File: src/rtl/prefix_varint_stream_decoder_macros.svh
// ----------------------------------------------------------------------------
// prefix_varint_stream_decoder_macros
// Assertion helpers for the prefix-length varint stream decoder.
// ----------------------------------------------------------------------------
`ifndef PREFIX_VARINT_STREAM_DECODER_MACROS_SVH
`define PREFIX_VARINT_STREAM_DECODER_MACROS_SVH

// Same-cycle implication, sampled on clk_i, off while rst_ni is low.
`define PVSD_ASSERT_IMPL(lbl, ante, cons) \
  lbl: assert property (@(posedge clk_i) disable iff (!rst_ni) (ante) |-> (cons)) \
    else $error("pvsd assertion failed");

// Next-cycle implication, sampled on clk_i, off while rst_ni is low.
`define PVSD_ASSERT_NEXT(lbl, ante, cons) \
  lbl: assert property (@(posedge clk_i) disable iff (!rst_ni) (ante) |=> (cons)) \
    else $error("pvsd assertion failed");

`endif

File: src/rtl/pvsd_pkg.sv
// ----------------------------------------------------------------------------
// pvsd_pkg
// Constants and helper functions for the prefix-length varint decoder.
// ----------------------------------------------------------------------------
`timescale 1ns / 1ps

package pvsd_pkg;

  localparam int unsigned ValueW  = 32;
  localparam int unsigned ByteW   = 8;
  localparam int unsigned PayW    = 7;   // payload bits per continuation word
  localparam int unsigned RemW    = 3;
  localparam int unsigned CountW  = 4;
  localparam int unsigned OverW   = 3;
  localparam int unsigned MaxRead = 8;   // start word plus seven continuations

  localparam logic [PayW-1:0] PayMask = 7'h7F;

  // Count of ones directly below bit 7, scanning down from bit 6.
  function automatic logic [RemW-1:0] lead_ones(input logic [PayW-1:0] b);
    logic [RemW-1:0] n;
    logic            run;
    n   = '0;
    run = 1'b1;
    for (int i = PayW - 1; i >= 0; i--) begin
      if (run && b[i]) begin
        n = n + 1'b1;
      end else begin
        run = 1'b0;
      end
    end
    return n;
  endfunction

  // Seed bits: those below the run of ones and its terminating zero.
  function automatic logic [PayW-1:0] seed_bits(input logic [PayW-1:0] b,
                                                input logic [RemW-1:0] n);
    logic [RemW:0] shamt;
    shamt = {1'b0, n} + 1'b1;
    return b & (PayMask >> shamt);
  endfunction

  // Minimal encoded length, 1 to 6.
  function automatic logic [RemW-1:0] min_len(input logic [ValueW-1:0] v);
    logic [RemW-1:0] len;
    if (v[ValueW-1:6] == '0) begin
      len = 3'd1;
    end else if (v[ValueW-1:12] == '0) begin
      len = 3'd2;
    end else if (v[ValueW-1:18] == '0) begin
      len = 3'd3;
    end else if (v[ValueW-1:24] == '0) begin
      len = 3'd4;
    end else if (v[ValueW-1:30] == '0) begin
      len = 3'd5;
    end else begin
      len = 3'd6;
    end
    return len;
  endfunction

  // Words read beyond the minimal length; zero before any word and if short.
  function automatic logic [OverW-1:0] overlong(input logic [CountW-1:0] rc,
                                                input logic [ValueW-1:0] v);
    logic [CountW-1:0] need;
    logic [CountW-1:0] diff;
    need = {1'b0, min_len(v)};
    diff = rc - need;
    if (rc == '0 || rc < need) begin
      return '0;
    end
    return diff[OverW-1:0];
  endfunction

endpackage

File: src/rtl/prefix_varint_stream_decoder.sv
// ----------------------------------------------------------------------------
// prefix_varint_stream_decoder
// One word per cycle (when not stalled) decoder for a prefix-length variable unsigned integer.
// ----------------------------------------------------------------------------
//
//   channel | direction | handshake               | payload
//   --------+-----------+-------------------------+-----------------------------
//   in      | sink      | in_valid_i / in_stall_o | in_byte_i
//   out     | source    | out_valid_o/out_stall_i | complete_o, rejected_o,
//           |           |                         | decoded_value_o,
//           |           |                         | overlong_count_o
//
// Each accepted word gives one result (input register, then decode logic into
// the result register); one word per cycle with no bubble while out_stall_i
// is low, as the decode state updates in the same step that loads the result.
// rst_ni clears both valid flags and the decode state asynchronously.
// An output stall holds the result register and backs up into the input
// register; in_stall_o rises only when both stages are full and stuck.
// ----------------------------------------------------------------------------
`timescale 1ns / 1ps

`include "prefix_varint_stream_decoder_macros.svh"

module prefix_varint_stream_decoder (
  input  logic                                clk_i,
  input  logic                                rst_ni,

  input  logic                                in_valid_i,
  output logic                                in_stall_o,
  input  logic [pvsd_pkg::ByteW-1:0]          in_byte_i,

  output logic                                out_valid_o,
  input  logic                                out_stall_i,
  output logic                                complete_o,
  output logic                                rejected_o,
  output logic [pvsd_pkg::ValueW-1:0]         decoded_value_o,
  output logic [pvsd_pkg::OverW-1:0]          overlong_count_o
);

  // --------------------------------------------------------------------------
  // Handshake
  // --------------------------------------------------------------------------
  logic                          in_vld_q;
  logic [pvsd_pkg::ByteW-1:0]    in_byte_q;
  logic                          out_vld_q;

  logic out_free;   // result register can take a new result this cycle
  logic advance;    // input register moves into the result register
  logic in_take;    // input word accepted

  assign out_free   = !out_vld_q || !out_stall_i;
  assign advance    = in_vld_q && out_free;
  assign in_stall_o = in_vld_q && !out_free;
  assign in_take    = in_valid_i && !in_stall_o;

  // --------------------------------------------------------------------------
  // Decode state
  // --------------------------------------------------------------------------
  logic [pvsd_pkg::RemW-1:0]     rem_q,   rem_d;
  logic [pvsd_pkg::CountW-1:0]   rc_q,    rc_d;
  logic [pvsd_pkg::ValueW-1:0]   acc_q,   acc_d;
  logic                          cmpl_d,  rej_d;
  logic [pvsd_pkg::OverW-1:0]    over_d;

  logic [pvsd_pkg::PayW-1:0]     pay;
  logic [pvsd_pkg::RemW-1:0]     run_len;

  assign pay     = in_byte_q[pvsd_pkg::PayW-1:0];
  assign run_len = pvsd_pkg::lead_ones(pay);

  always_comb begin
    rem_d  = rem_q;
    rc_d   = rc_q;
    acc_d  = acc_q;
    cmpl_d = 1'b0;
    rej_d  = 1'b0;
    if (!in_byte_q[pvsd_pkg::ByteW-1]) begin
      // start word: abandons anything unfinished
      rem_d  = run_len;
      rc_d   = pvsd_pkg::CountW'(1);
      acc_d  = {{(pvsd_pkg::ValueW - pvsd_pkg::PayW){1'b0}},
                pvsd_pkg::seed_bits(pay, run_len)};
      cmpl_d = (run_len == '0);
    end else if (rem_q != '0) begin
      rem_d  = rem_q - 1'b1;
      rc_d   = rc_q + 1'b1;
      acc_d  = {acc_q[pvsd_pkg::ValueW-pvsd_pkg::PayW-1:0], pay};
      cmpl_d = (rem_q == pvsd_pkg::RemW'(1));
    end else begin
      // stray continuation word: state kept
      rej_d  = 1'b1;
    end
    over_d = pvsd_pkg::overlong(rc_d, acc_d);
  end

  // --------------------------------------------------------------------------
  // Registers
  // --------------------------------------------------------------------------
  always_ff @(posedge clk_i or negedge rst_ni) begin
    if (!rst_ni) begin
      in_vld_q  <= 1'b0;
      out_vld_q <= 1'b0;
      rem_q     <= '0;
      rc_q      <= '0;
      acc_q     <= '0;
    end else begin
      if (in_take) begin
        in_vld_q <= 1'b1;
      end else if (advance) begin
        in_vld_q <= 1'b0;
      end
      if (advance) begin
        out_vld_q <= 1'b1;
        rem_q     <= rem_d;
        rc_q      <= rc_d;
        acc_q     <= acc_d;
      end else if (out_free) begin
        out_vld_q <= 1'b0;
      end
    end
  end

  // payload registers, no reset
  always_ff @(posedge clk_i) begin
    if (in_take) begin
      in_byte_q <= in_byte_i;
    end
    if (advance) begin
      complete_o       <= cmpl_d;
      rejected_o       <= rej_d;
      decoded_value_o  <= acc_d;
      overlong_count_o <= over_d;
    end
  end

  assign out_valid_o = out_vld_q;

  // --------------------------------------------------------------------------
  // Assertions
  // --------------------------------------------------------------------------
  `PVSD_ASSERT_IMPL(a_cmpl_not_rej, out_vld_q && complete_o, !rejected_o)
  `PVSD_ASSERT_IMPL(a_rej_idle_state, out_vld_q && rejected_o, rem_q == '0)
  `PVSD_ASSERT_IMPL(a_rem_needs_count, rem_q != '0, rc_q != '0)
  `PVSD_ASSERT_IMPL(a_count_bound, rc_q != '0,
                    ({1'b0, rc_q} + {2'b0, rem_q}) <= 5'(pvsd_pkg::MaxRead))
  `PVSD_ASSERT_NEXT(a_stall_holds_state, !advance,
                    $stable(rem_q) && $stable(rc_q) && $stable(acc_q))

endmodule
File: config.mk
export PLATFORM = sky130hd
export DESIGN_NAME = prefix_varint_stream_decoder
export DESIGN_NICKNAME = d
export VERILOG_FILES = /design/src/rtl/pvsd_pkg.sv /design/src/rtl/prefix_varint_stream_decoder.sv
export VERILOG_INCLUDE_DIRS = /design/src /design/src/rtl
export SDC_FILE = /design/constraint.sdc
export NUM_CORES = 1
export LEC_CHECK = 0
export BUFFER_PORTS_ARGS = -buffer_cell sky130_fd_sc_hd__buf_4
export CAP_MARGIN = 40
export CORE_ASPECT_RATIO = 1.4
export CORE_UTILIZATION = 55
export CTS_CLUSTER_SIZE = 12
export DETAILED_ROUTE_END_ITERATION = 8
export GPL_TIMING_DRIVEN = 0
export PLACE_DENSITY = 0.82
export SYNTH_ARGS = -nofsm -noshare
export SYNTH_HDL_FRONTEND = slang
export SYNTH_SLANG_ARGS = --single-unit
File: constraint.sdc
create_clock -name clk_i -period 5.8 [get_ports clk_i]
set_input_delay 0.87 -clock clk_i [delete_from_list [all_inputs] [get_ports clk_i]]
set_output_delay 0.87 -clock clk_i [all_outputs]
set_load 0.1 [all_outputs]
==> flow_summary.toml <==
[cells_and_area]
fin_util = 0.6748
n_fill_cell = 603
insertedDiodeCount = 0
area_delta_synth_final_pct = 16.91
design_area_um2 = 5061
final_net_count = 481
drive_gt1_frac = 0.1965

[global_routing]
antenna_found_initial = 0
grt_usage = 0.2601
grt_max_degree = 42
grt_overflow = 0
grt_pass1_vias = 3466
grt_pass1_wl_mm = 16.32

[placed_design]
io_buffers = 50
place_congestion = 0.8849
placed_area_um2 = 4853
hpwl_mm = 7.148

[clocking]
numCtsBuffers = 9
clk_path_buf_depth = 2
htree_levels = 3
cts_hold_buf = 0
postCtsSetupBuffers = 0
cts-root-buf = "clkbuf_8"
cts.reportedPaths.clkPinSlew_ns = 0.08
cts_tree = "yes"
post_cts_resized = 0
cts.sinks = 86
clk_latency_ns = 0.37

[critical_path]
rrSetupSlack_ns = 1.33
cp_max_fo = 10
reg2reg_from = "in_byte_q[4]"
cp-end-kind = "register"
max_stage_delay_ns = 0.38
crit_top_cell = "ha_1"
start_kind = "register"
cp_slowest_cell = "edfxtp_1"
reg2reg_depth = 17
r2r_end = "decoded_value_o[2]"
worst-endpoint-required_ns = 5.99
critPathKind = "reg2reg"
arrival_ns = 4.66
path_cells = "buf_2 > o21ai_0 > inv_1 > ha_1 > inv_1 > a31oi_1 > ha_1 > mux2_2 > ha_1 > mux2i_1 > a211oi_4 > ha_1 > a21boi_0 > o2111ai_2 > xnor2_2 > and2_1 > o2bb2ai_1"

[sta]
fin_skew_ns = 0.01151
rsz0062_at_grt = "false"
fmax_mhz = 223.8
max_slew_margin = 0.5837
period_share = 0.7703
worst_pin_slew_ns = 0.6245
whs_ns = 0.4775
fin_tns_setup_ns = 0
drv_slew = 0
finalSetupViolCount = 0
period_needed_ns = 4.467
finalHoldViolCount = 0

[routing]
viasPerCell = 6.246
post_drt_wl_per_cell_um = 18.08
wl_mm = 10.13
vias = 3498
route.detailed.drc = 0
ant_nets = 0
drtIter0Drc = 296
drt_first_pass_iters = 6

[flow_run]
maxCapViolCount = 0

[floorplan]
start_util = 0.5772
fp.coreArea_um2 = 7500
io_pins = 51
fp-row-count = 37
die_x_um = 76.98
die_y_um = 107.0
die-area_um2 = 8235

[pwr]
fin_total_pwr_mw = 2.431
vdd_drop_max_uv = 259.6
powerDensity_nw_per_um2 = 480.3
leakagePower_nw = 2.223

[synthesis]
synth_warnings = 0
synth_area_leaders = "edfxtp_1, dfrtp_1, mux2i_1"
netlist_instances = 396
synth_top_cell_by_area = "edfxtp_1"
syn-num-nets = 419
synth_edf_count = 45
synth_top_area_share = 0.3121
avgSynthCellArea_um2 = 10.93
synthDistinctLibCells = 57
async_flop_share = 0.4767
ys_ff_latch = 86
seq_area_frac_synth = 0.5491
mappedNetlistArea_um2 = 4329
synthFlopType = "edfxtp_1"

[min_path]
hold_path_depth = 1
holdCritPathClass = "reg2reg"
hold_path_end = "out_valid_o"
min_from = "in_vld_q"

[outcome]
outcome = "finished clean"
[sequential cells by signal, indices dropped and copies added, names as in the netlist]
signal and cells:
decoded_value_o 32, rem_q 3, acc_q 32, overlong_count_o 3, complete_o 1, in_vld_q 1, rc_q 4, rejected_o 1
out_valid_o 1, in_byte_q 8
[worst max-delay path, delay by kind of cell, from the launching register on]
kind	cells	cell delay, ns
AO/OA/AOI/OAI	6	1.28
XOR/XNOR	1	0.37
adder cells (fa/ha/maj)	4	1.10
buffers and inverters	3	0.32
flip-flops	1	0.38
multiplexers	2	0.54
AND/OR/NAND/NOR	1	0.29
[through the flow]
stage               setup slack (ns)  cells
finish                         1.333    560
global route                   1.076    560
CTS                            1.349    560
detailed placement             1.377    544
global placement               1.520    543
floorplan                      1.873    396
[area by class of cell]
| type | count | area (um2) | area share |
|---|---|---|---|
| Clock buffer | 10 | 137.6 | 0.02719 |
| Timing Repair Buffer | 51 | 402.9 | 0.07960 |
| Sequential cell | 86 | 2377 | 0.4697 |
| Buffer | 27 | 125.1 | 0.02472 |
| Tap cell | 97 | 121.4 | 0.02398 |
| Inverter | 13 | 48.80 | 0.009642 |
| Multi-Input combinational cell | 270 | 1778 | 0.3513 |
| Clock inverter | 6 | 70.07 | 0.01384 |
[cell usage in the layout (no fill, tap or decap), drive strengths merged, types with 2 or more instances in the layout]
cell type and instances:
edfxtp 45, a41oi 2, and3b 2, nand2b 2
or3 2, buf 62, clkinvlp 3, clkbuf 26
a22o 2, inv 14, nand2 52, a22oi 3
o21ai 10, or4 5, mux2 2, a21o 2
a21oi 14, nand3 2, a21boi 2, nand4 5
xnor2 3, and4 2, nor2b 3, ha 10
o31ai 31, dfrtp 41, and2 4, nor4 2
nor3 7, a31oi 3, nor2 47, a32o 2
mux2i 31
[synth_stat cells (2+ instances only)]
cell type  count
a22o_1         2
nand3_1        2
a41oi_1        2
and4_1         2
o31ai_1       31
and3b_1        2
dfrtp_1       41
ha_1          10
and2_1         4
clkbuf_1      16
a31oi_1        3
o21ai_0        9
or3_1          2
mux2i_1       31
a21o_1         2
nand4_1        5
nor2_1        47
mux2_2         2
edfxtp_1      45
xnor2_1        2
buf_2          7
nand2_1       52
nor3_1         7
a21oi_1       13
inv_1         12
nor4_1         2
nor2b_1        3
or4_1          5
buf_4          2
a32o_1         2
a22oi_1        3
nand2b_1       2
a21boi_0       2
[logic make-up (layout without fill, tap and decap cells)]
logic type / count (synthesis) / after routing / synth area share
AO/OA/AOI/OAI: 85 / 85 / 0.1468
XOR/XNOR: 3 / 3 / 0.007805
adder cells (fa/ha/maj): 11 / 11 / 0.03353
buffers and inverters: 40 / 107 / 0.04017
flip-flops: 86 / 86 / 0.5491
multiplexers: 33 / 33 / 0.07688
AND/OR/NAND/NOR: 138 / 138 / 0.1457
[metal layers]
metal,part of all wire,global-route usage
met5,0,0
met4,0.037,0.1725
met3,0.056,0.05106
met2,0.53,0.4566
met1,0.37,0.2839
[power breakdown]
group | internal, mW | switching [mW] | leakage (nW) | total, mW
combinational | 0.352 | 0.754 | 1.14 | 1.11
clock | 0.213 | 0.227 | 0.0951 | 0.440
sequential | 0.782 | 0.103 | 0.984 | 0.885
[how the worst max path moves through the flow]
stage	endpoint	from	cells after the start	slack, ns
final	decoded_value_o[2]	in_byte_q[4]	17	1.33
after global placement	decoded_value_o[4]	in_byte_q[4]	17	1.52
after global routing	decoded_value_o[2]	in_byte_q[4]	17	1.08
after CTS	decoded_value_o[4]	in_byte_q[4]	17	1.35
after floorplan	decoded_value_o[4]	in_byte_q[4]	17	1.87
after detailed placement	decoded_value_o[4]	in_byte_q[4]	17	1.38
Power figures use the tool's default switching activity.
